$ cat config.mk
export PLATFORM = sky130hd
export DESIGN_NAME = mts_hash_unit
export DESIGN_NICKNAME = d
export VERILOG_FILES = /design/src/rtl/core/mts_pkg.sv /design/src/rtl/core/mts_hash_unit.sv
export SDC_FILE = /design/constraint.sdc
export NUM_CORES = 2
export LEC_CHECK = 0
export ABC_CLOCK_PERIOD_IN_PS = 75700
export BUFFER_PORTS_ARGS = -buffer_cell sky130_fd_sc_hd__buf_2
export CAP_MARGIN = 25
export CORE_MARGIN = 3
export CORE_UTILIZATION = 42
export DETAILED_ROUTE_END_ITERATION = 10
export SYNTH_ARGS = -nofsm -noshare
export SYNTH_HDL_FRONTEND = slang
export SYNTH_SLANG_ARGS = --single-unit
$ cat constraint.sdc
create_clock -name clock -period 75.7 [get_ports clock]
set_input_delay 3.785 -clock clock [delete_from_list [all_inputs] [get_ports clock]]
set_output_delay 3.785 -clock clock [all_outputs]
set_load 0.1 [all_outputs]
$ cat src/rtl/core/mts_pkg.sv
// ----------------------------------------------------------------------------
// mts_pkg: shared types and constants for the merkle sha-256 engine
// Holds the transaction structs, operation and status codes, the sha-256
// round constant table and the initial hash value.
// ----------------------------------------------------------------------------
package mts_pkg;

   localparam int unsigned NumBlocks  = 1024;
   localparam int unsigned TreeNodes  = 2 * NumBlocks - 1;
   localparam int unsigned BlkW       = 10;
   localparam int unsigned NodeW      = 11;

   // operation codes
   localparam logic [2:0] OP_CHECK  = 3'd0;
   localparam logic [2:0] OP_UPDATE = 3'd1;
   localparam logic [2:0] OP_LOAD   = 3'd2;
   localparam logic [2:0] OP_READ   = 3'd3;
   localparam logic [2:0] OP_VERIFY = 3'd4;

   // status codes
   localparam logic [1:0] ST_OK       = 2'd0;
   localparam logic [1:0] ST_MISMATCH = 2'd1;
   localparam logic [1:0] ST_RANGE    = 2'd2;

   typedef struct packed {
      logic [2:0]        operation;
      logic [BlkW-1:0]   block_index;
      logic [NodeW-1:0]  node_index;
      logic [63:0]       digest_word_0;
      logic [63:0]       digest_word_1;
      logic [63:0]       digest_word_2;
      logic [63:0]       digest_word_3;
   } req_type;

   typedef struct packed {
      logic [1:0]        status;
      logic [NodeW-1:0]  bad_node;
      logic [63:0]       result_word_0;
      logic [63:0]       result_word_1;
      logic [63:0]       result_word_2;
      logic [63:0]       result_word_3;
   } rsp_type;

   // control handshake reported by hash unit to sequencer
   typedef struct packed {
      logic start;
      logic busy;
      logic done;
   } hash_ctl_type;

   localparam logic [255:0] SHA_IV = {
      32'h6a09e667, 32'hbb67ae85, 32'h3c6ef372, 32'ha54ff53a,
      32'h510e527f, 32'h9b05688c, 32'h1f83d9ab, 32'h5be0cd19};

   function automatic logic [31:0] sha_k(input logic [5:0] i);
      logic [31:0] k;
      case (i)
         6'd0: k = 32'h428a2f98;  6'd1: k = 32'h71374491;  6'd2: k = 32'hb5c0fbcf;
         6'd3: k = 32'he9b5dba5;  6'd4: k = 32'h3956c25b;  6'd5: k = 32'h59f111f1;
         6'd6: k = 32'h923f82a4;  6'd7: k = 32'hab1c5ed5;  6'd8: k = 32'hd807aa98;
         6'd9: k = 32'h12835b01;  6'd10: k = 32'h243185be; 6'd11: k = 32'h550c7dc3;
         6'd12: k = 32'h72be5d74; 6'd13: k = 32'h80deb1fe; 6'd14: k = 32'h9bdc06a7;
         6'd15: k = 32'hc19bf174; 6'd16: k = 32'he49b69c1; 6'd17: k = 32'hefbe4786;
         6'd18: k = 32'h0fc19dc6; 6'd19: k = 32'h240ca1cc; 6'd20: k = 32'h2de92c6f;
         6'd21: k = 32'h4a7484aa; 6'd22: k = 32'h5cb0a9dc; 6'd23: k = 32'h76f988da;
         6'd24: k = 32'h983e5152; 6'd25: k = 32'ha831c66d; 6'd26: k = 32'hb00327c8;
         6'd27: k = 32'hbf597fc7; 6'd28: k = 32'hc6e00bf3; 6'd29: k = 32'hd5a79147;
         6'd30: k = 32'h06ca6351; 6'd31: k = 32'h14292967; 6'd32: k = 32'h27b70a85;
         6'd33: k = 32'h2e1b2138; 6'd34: k = 32'h4d2c6dfc; 6'd35: k = 32'h53380d13;
         6'd36: k = 32'h650a7354; 6'd37: k = 32'h766a0abb; 6'd38: k = 32'h81c2c92e;
         6'd39: k = 32'h92722c85; 6'd40: k = 32'ha2bfe8a1; 6'd41: k = 32'ha81a664b;
         6'd42: k = 32'hc24b8b70; 6'd43: k = 32'hc76c51a3; 6'd44: k = 32'hd192e819;
         6'd45: k = 32'hd6990624; 6'd46: k = 32'hf40e3585; 6'd47: k = 32'h106aa070;
         6'd48: k = 32'h19a4c116; 6'd49: k = 32'h1e376c08; 6'd50: k = 32'h2748774c;
         6'd51: k = 32'h34b0bcb5; 6'd52: k = 32'h391c0cb3; 6'd53: k = 32'h4ed8aa4a;
         6'd54: k = 32'h5b9cca4f; 6'd55: k = 32'h682e6ff3; 6'd56: k = 32'h748f82ee;
         6'd57: k = 32'h78a5636f; 6'd58: k = 32'h84c87814; 6'd59: k = 32'h8cc70208;
         6'd60: k = 32'h90befffa; 6'd61: k = 32'ha4506ceb; 6'd62: k = 32'hbef9a3f7;
         default: k = 32'hc67178f2;
      endcase
      return k;
   endfunction

endpackage

$ cat src/rtl/core/mts_hash_unit.sv
// ----------------------------------------------------------------------------
// mts_hash_unit: sha-256 of a 64-byte left/right digest pair
// One round per cycle; two compressions (message block, then padding block)
// give a 32-byte digest.
// ----------------------------------------------------------------------------
module mts_hash_unit import mts_pkg::*; (
   input  logic         clock,
   input  logic         reset,
   input  logic         start,
   input  logic [511:0] msg,
   output hash_ctl_type ctl,
   output logic [255:0] digest
);

   typedef enum logic [3:0] {
      H_IDLE  = 4'b0001,
      H_ROUND = 4'b0010,
      H_ADD   = 4'b0100,
      H_DONE  = 4'b1000
   } hstate_type;

   hstate_type    state_ff, state_in;
   logic [5:0]    round_ff, round_in;
   logic          second_ff, second_in;
   logic [511:0]  w_ff, w_in;
   logic [255:0]  s_ff, s_in;
   logic [255:0]  h_ff, h_in;

   logic [31:0] a, b, c, d, e, f, g, h, wi, t1, t2, e0, e1, ch, mj;
   logic [31:0] w1, w14, w9, w0, s0w, s1w, wnew;

   // round datapath
   always_comb begin
      {a, b, c, d, e, f, g, h} = s_ff;
      wi  = w_ff[511:480];
      e1  = {e[5:0], e[31:6]} ^ {e[10:0], e[31:11]} ^ {e[24:0], e[31:25]};
      ch  = (e & f) ^ (~e & g);
      t1  = h + e1 + ch + sha_k(round_ff) + wi;
      e0  = {a[1:0], a[31:2]} ^ {a[12:0], a[31:13]} ^ {a[21:0], a[31:22]};
      mj  = (a & b) ^ (a & c) ^ (b & c);
      t2  = e0 + mj;
      // message schedule as a 16-word shift window
      w0  = w_ff[511:480];
      w1  = w_ff[479:448];
      w9  = w_ff[223:192];
      w14 = w_ff[63:32];
      s0w = {w1[6:0], w1[31:7]} ^ {w1[17:0], w1[31:18]} ^ (w1 >> 3);
      s1w = {w14[16:0], w14[31:17]} ^ {w14[18:0], w14[31:19]} ^ (w14 >> 10);
      wnew = w0 + s0w + w9 + s1w;
   end

   // sequencer
   always_comb begin
      state_in  = state_ff;
      round_in  = round_ff;
      second_in = second_ff;
      w_in      = w_ff;
      s_in      = s_ff;
      h_in      = h_ff;
      case (state_ff)
         H_IDLE: begin
            if (start) begin
               w_in      = msg;
               s_in      = SHA_IV;
               h_in      = SHA_IV;
               round_in  = '0;
               second_in = 1'b0;
               state_in  = H_ROUND;
            end
         end
         H_ROUND: begin
            s_in = {t1 + t2, a, b, c, d + t1, e, f, g};
            w_in = {w_ff[479:0], wnew};
            round_in = round_ff + 6'd1;
            if (round_ff == 6'd63) state_in = H_ADD;
         end
         H_ADD: begin
            for (int i = 0; i < 8; i++) begin
               h_in[i*32 +: 32] = h_ff[i*32 +: 32] + s_ff[i*32 +: 32];
            end
            if (second_ff) begin
               state_in = H_DONE;
            end else begin
               second_in = 1'b1;
               s_in      = h_in;
               w_in      = {32'h80000000, 448'd0, 32'd512};
               state_in  = H_ROUND;
            end
         end
         H_DONE:  state_in = H_IDLE;
         default: state_in = H_IDLE;
      endcase
   end

   always_ff @(posedge clock) begin
      if (reset) begin
         state_ff  <= H_IDLE;
         round_ff  <= '0;
         second_ff <= 1'b0;
      end else begin
         state_ff  <= state_in;
         round_ff  <= round_in;
         second_ff <= second_in;
      end
      w_ff <= w_in;
      s_ff <= s_in;
      h_ff <= h_in;
   end

   assign ctl.start = start;
   assign ctl.busy  = (state_ff != H_IDLE);
   assign ctl.done  = (state_ff == H_DONE);
   assign digest    = h_ff;

   a_done_after_add: assert property (@(posedge clock) disable iff (reset)
      ctl.done |-> $past(state_ff == H_ADD) && second_ff)
      else $error("hash done without final add");
   a_round_wraps: assert property (@(posedge clock) disable iff (reset)
      (state_ff == H_ROUND && round_ff == 6'd63) |=> state_ff == H_ADD)
      else $error("round counter did not end compression");
   a_start_idle: assert property (@(posedge clock) disable iff (reset)
      (start && state_ff == H_IDLE) |=> state_ff == H_ROUND && round_ff == 6'd0)
      else $error("start not taken");

endmodule

; ---- After elaboration in Yosys (flattened, before gate mapping)
; Memory sizes are Yosys's and may differ from the RTL's. A register that Yosys moved wholly into a read port is not among the register bits.
; Cells that the tools add are included.
[classes]
mul = 0
muxes = 17
addsub = 19
n_div = 0
order_cmp = 0
eq_ne = 9
reduce_logical = 7
shifts = 0
bitwise = 17
[ops]
columns = operator, n
row1 = $pmux 512 s3, 1
row2 = $mux 512, 2
row3 = $pmux 256 s3, 1
row4 = $add 32x32->32, 18
row5 = $mux 256, 2
row6 = $pmux 256 s2, 1
row7 = $xor 32x32->32, 9
row8 = $and 32x32->32, 5
row9 = $not 32->32, 1
row10 = $xor 32x22->32, 1
row11 = $xor 32x29->32, 1
row12 = $mux 6, 3
row13 = $mux 4, 3
row14 = $pmux 4 s3, 1
row15 = $pmux 6 s2, 1
row16 = $add 6x1->6 const B, 1
row17 = $eq 6x6->1 const B, 1
row18 = $ne 2x2->1 const B, 3
row19 = $reduce_and 2->1, 3
row20 = $eq 4x1->1 const B, 1
row21 = $eq 4x2->1 const B, 1
row22 = $eq 4x3->1 const B, 1
row23 = $eq 4x4->1 const B, 1
row24 = $ne 4x1->1 const B, 1
row25 = 5 further kinds, 6
[totals]
output_inout_bits = 259
wordCells = 76
mem_count = 1
inputBits = 515
latch_bits = 0
romBits = 2048
reg_bits = 1035
ram_bits = 0
[mem_list]
columns = memory, depth, word_bits, rd, rd_ports_with_merged_regs, write_ports, line_no
row1 = (name not given), 64, 32, 1, 1, 0, mts_pkg.sv:57  ; case (i)

; ---- Logic depth before layout (Yosys ltp)
[depth]
word_depth = 8
depth_mapped = 34
mapped_depth_nobuf = 33

; ---- Worst setup path before layout
; Ideal clock, no wire load.
[synth_path]
kind = in2reg
startpoint = input port start
endpoint = register s_ff[0], enable pin
slack_ps = 13315
cell_stages = 2
setup_time_ps = 3106
t_arrival_ps = 59279
path_buffers = 0
cell_sequence = nor2_1 -> a221oi_1
[synth_via]
elab_chain_len = 2
[synth_rtl]
columns = item, line_no
row1 = from (decl), mts_hash_unit.sv:9  ; input logic start,
row2 = $ne 2x2->1 (no source line), n/a
row3 = $reduce_and 3->1 (no source line), n/a
row4 = to (signal assigned), mts_hash_unit.sv:106  ; s_ff <= s_in;
row5 = to (decl), mts_hash_unit.sv:26  ; logic [255:0] s_ff, s_in;
; Every way passes these cells.
; A chain may end at the register's enable or synchronous reset.

; ---- Final worst setup path
[layout_path]
startpoint = register s_ff[122]
endpoint = register s_ff[255] (data pin)
[layout_via]
elab_chain_len = 8
elab_cells_between_ends = 12
[layout_rtl]
columns = item, line_no
row1 = $xor 32x32->32 / $not 32->32 (equally long branches), "mts_hash_unit.sv:36, mts_hash_unit.sv:37"
row2 = $xor 32x32->32 / $and 32x32->32 (equally long branches), "mts_hash_unit.sv:36, mts_hash_unit.sv:37"
row3 = $add 32x32->32 / $xor 32x32->32 (equally long branches), "mts_hash_unit.sv:38, mts_hash_unit.sv:37"
row4 = $add 32x32->32 * (3 in a row), mts_hash_unit.sv:38  ; t1 = h + e1 + ch + sha_k(round_ff) + wi;
row5 = $add 32x32->32 *, mts_hash_unit.sv:72  ; s_in = {t1 + t2, a, b, c, d + t1, e, f, g};
row6 = $pmux 256 s3 *, mts_hash_unit.sv:60  ; case (state_ff)
row7 = named net s_in[255], mts_hash_unit.sv:26
; Mark *: on every way through the listed nets, which the timed path passes. The rest lies on a longest branch.

==> results.txt <==
----------------------------------------------------
[Run status]
  Result of the run ... finished, final reports clean

[Setup path]
  CP peak stage delay ... 0.60 ns
  Worst Path Arrival ... 8.89 ns
  Start of the worst register-to-register path ... s_ff[122]$_DFFE_PP_
  Endpoint of the worst-slack reg-to-reg timing path ... s_ff[255]$_DFFE_PP_
  Number of buffer and inverter stages on the critical path ... 4
  Family with the most delay on the worst path ... adder cells
  Maximum fanout along the worst path ... 6
  Setup crit end kind ... register
  Number of logic stages on the critical path including buffering ... 32
  Most used cell along the critical path ... fa_1
  End point of the critical path ... s_ff[255]$_DFFE_PP_
  Kind of start point of the critical path ... register
  Worst setup slack for register-to-register paths ... 67.31 ns
  Worst reg2reg path depth ... 32
  Master of the slowest instance on the critical path ... fa_1
  Critical path class ... reg -> reg
  Required arrival time at the worst endpoint ... 76.20 ns
  Start point of the critical path ... s_ff[122]$_DFFE_PP_

[Route]
  DR DRC count ... 0
  Sum of routed wire length over all layers ... 271.1 mm
  Post-detailed-route count of antenna-violating nets ... 0
  Number of iterations in the first detailed-routing pass ... 6
  DR iter-0 viols ... 6,824
  Via density ... 6.003
  Post-detailed-route wirelength per cell ... 29.20 µm
  Total via count after detailed routing ... 55.75k

[Floorplanning]
  Core Footprint ... 0.1617 mm²
  Die X ... 410.9 µm
  Die Outline Area ... 0.1689 mm²
  Boundary pin count ... 774
  Initial Utilization ... 42.59%
  Die span in y ... 410.9 µm
  Std-Cell Rows ... 147

[Global route]
  Number of global-route vias before repair ... 52.88k
  Pin count of the biggest net entering global routing ... 212
  Global-route wire length before repair ... 380.5 mm
  GR Util All Layers ... 31.07%
  Global route overflow ... 0
  Initial antenna violation count ... 72

[Final layout]
  Final layout net count ... 8,081
  Final Instance Count excl. Fillers ... 9,286
  Growth of design area from synthesis to finish ... 14.82%
  Share of cells above drive strength 1 ... 15.46%
  # fillers ... 14.80k

[Yosys]
  Share of synthesized area occupied by flip-flops and latches ... 45.90%
  Adder and majority cell fraction of the synthesized area ... 12.77%
  Synth Instances ... 6,362
  Cell type with the highest aggregate area in the netlist ... edfxtp_1
  Post-synthesis instance area ... 0.06886 mm²
  Area fraction of the dominant cell type after synthesis ... 44.65%
  Fraction of registers with async set/reset ... 0%
  Yosys synthesis warning count ... 0
  Post-synth cell types ... 93
  Ranking of synthesized cells by area ... edfxtp_1 (45%), ha_1 (7.1%), a22o_1 (6.0%), fa_1 (5.7%), xnor2_1 (4.1%)
  Mux contribution to synthesized area ... 0.5596%
  Dominant combinational cell family by area after synthesis ... compound AO/OA/AOI/OAI gates
  Simple-gate portion of the synthesized area ... 7.949%
  Synthesis-stage register bit count ... 1,067
  Synth top cells by count ... edfxtp_1 (1,024), inv_1 (482), a22o_1 (468), a21oi_1 (440), nand2_1 (421)
  Commonest register cell after synthesis ... edfxtp_1
  Count of flip-flops with a built-in enable after synthesis ... 1,024
  Xor/xnor share of the synthesized area ... 7.212%
  Synthesized Nets ... 7,461
  Area fraction in compound gates after synthesis ... 21.07%
  Leading cell type by number of instances after synthesis ... edfxtp_1
  Mean Syn Cell Area ... 10.82 µm²

[Clock tree]
  Buffers from clock root to sink, at most ... 3
  Post-CTS Repair Setup Buffers ... 0
  Number of cells upsized or downsized after cts ... 0
  Insertion delay to the later sink of the worst-skew pair ... 0.81 ns
  Register clock-pin slew on the reported worst setup and hold paths ... 0.06 ns
  Hold-fix buffers, CTS ... 0
  CTS H-Tree Depth ... 4
  Clk root buf ... clkbuf_16
  Total clock sinks ... 1,067
  CTS tree ... yes
  Number of buffers added by the clock tree synthesis step ... 130

[Timing]
  Part of the cycle the worst path needs ... 11.08%
  Final setup TNS ... 0 ns
  Total of endpoints with negative setup slack in the final report ... 0
  Transition at the pin with the smallest max-transition slack ... 1.262 ns
  Number of failing hold endpoints at the final stage ... 0
  Clock skew ... 0.05636 ns
  Worst setup slack after layout ... 67.31 ns
  Post-route minimum period ... 8.389 ns
  Peak Freq ... 0.1192 GHz
  Worst slew slack as a fraction of its limit ... 15.87%
  Final worst hold slack ... 0.5202 ns
  Unrepaired setup endpoints after global routing ... no
  Number of max-slew violations in the final report ... 0

[Placement]
  Pre-CTS setup slack ... 67.44 ns
  Number of input and output port buffers inserted ... 773
  Final GP Congestion ... 0.9482
  HPWL after detailed placement ... 204.5 mm
  Post-Place Cells ... 9,010

[Hold path]
  Worst min-delay path class ... reg -> reg
  Hold_sp ... w_ff[308]$_DFFE_PP_

[Run]
  Max-cap viol count ... 0

----------------------------------------------------
==> worst reg2reg max path, delay by kind of cell, from the launching register on <==
| kind | cells | cell delay [ns] |
|---|---|---|
| AND/OR/NAND/NOR | 6 | 0.96 |
| XOR/XNOR | 4 | 0.91 |
| AO/OA/AOI/OAI | 11 | 2.46 |
| flip-flops | 1 | 0.56 |
| adder cells (fa/ha/maj) | 7 | 2.94 |
| buffers and inverters | 4 | 0.26 |
==> metrics by stage <==
stage,util (%),area (µm²)
after CTS,48.84,78970
after detailed placement,46.22,74720
after global placement,46.21,74710
after floorplan,-,68860
final,48.91,79070
after global routing,48.89,79040
==> registers in the layout (all words and copies together) (netlist names), named ones only <==
signal,count
round_ff,6
digest,256
state_ff,4
s_ff,256
second_ff,1
w_ff,512
==> cell type report <==
type	instances	area [µm²]	share of cell area [%]
sequential	1067	31610	39.98
inverter	486	1824	2.307
tap	2160	2703	3.418
clock buffer	164	3381	4.276
multi-input combinational	4465	34190	43.23
clock inverter	70	868.3	1.098
timing repair buffer	832	4394	5.557
antenna	42	105.1	0.1329
==> layer usage <==
layer	part of all wire, %	vias up	GRT usage [%]	routed length, µm
li1	-	24688	-	-
met1	43	27820	43.73	116700
met2	44	2775	47.48	120600
met3	9.0	445	6.660	24290
met4	3.4	20	10.55	9321
met5	0.052	-	0	141
==> placed cells by master, fill, tap and decap left out, types with 14 or more instances in the layout <==
cell       synthesis  final
o21bai_1          41     41
nor2_1           294    293
nor2b_1           35     35
xnor2_1          324    324
clkbuf_16          0    130
nand4_1           22     22
a211oi_1          46     46
and2_1            44     43
xor2_1           243    243
diode_2            0     42
a21o_1           306    306
clkinv_1           4     31
inv_1            482    481
o31ai_1           26     26
a31oi_1           39     39
nand2_1          421    416
nor3b_1           16     16
ha_1             389    389
clkbuf_1         308     34
edfxtp_1        1024   1024
o21a_1            89     89
a22oi_1           26     26
clkinv_2           0     14
or2_2             20     20
o22ai_1           26     26
buf_4              1     50
nor3_1            60     60
and3_1            33     33
buf_2              8    775
a22o_1           468    468
o21ai_0          389    388
dfxtp_1           43     43
nand3_1           83     83
o211ai_1          36     36
or3_1             21     21
fa_1             195    195
mux2_2            28     28
nand2b_1          81     81
a21oi_1          440    440
==> cell families (layout without fill, tap and decap cells) <==
group / Yosys count / in the layout
fa+ha+maj: 586 / 586
xor+xnor: 567 / 567
other cells: 0 / 42
simple gates: 1174 / 1174
mux: 35 / 35
buf+inv: 830 / 1552
flops: 1067 / 1067
compound gates: 2103 / 2103
==> worst min path at each step <==
stage,to,slack [ns],depth (start not counted)
2_1_floorplan,state_ff[3]$_SDFFE_PP0P_,0.44,2
3_3_place_gp,state_ff[3]$_SDFFE_PP0P_,0.52,2
3_5_place_dp,state_ff[3]$_SDFFE_PP0P_,0.52,2
4_1_cts,w_ff[302]$_DFFE_PP_,0.52,1
5_1_grt,w_ff[302]$_DFFE_PP_,0.54,1
6_report,w_ff[340]$_DFFE_PP_,0.52,1
Power is not shown: default switching activity piles up to over one toggle a cycle in this logic, so the estimate is an artifact.
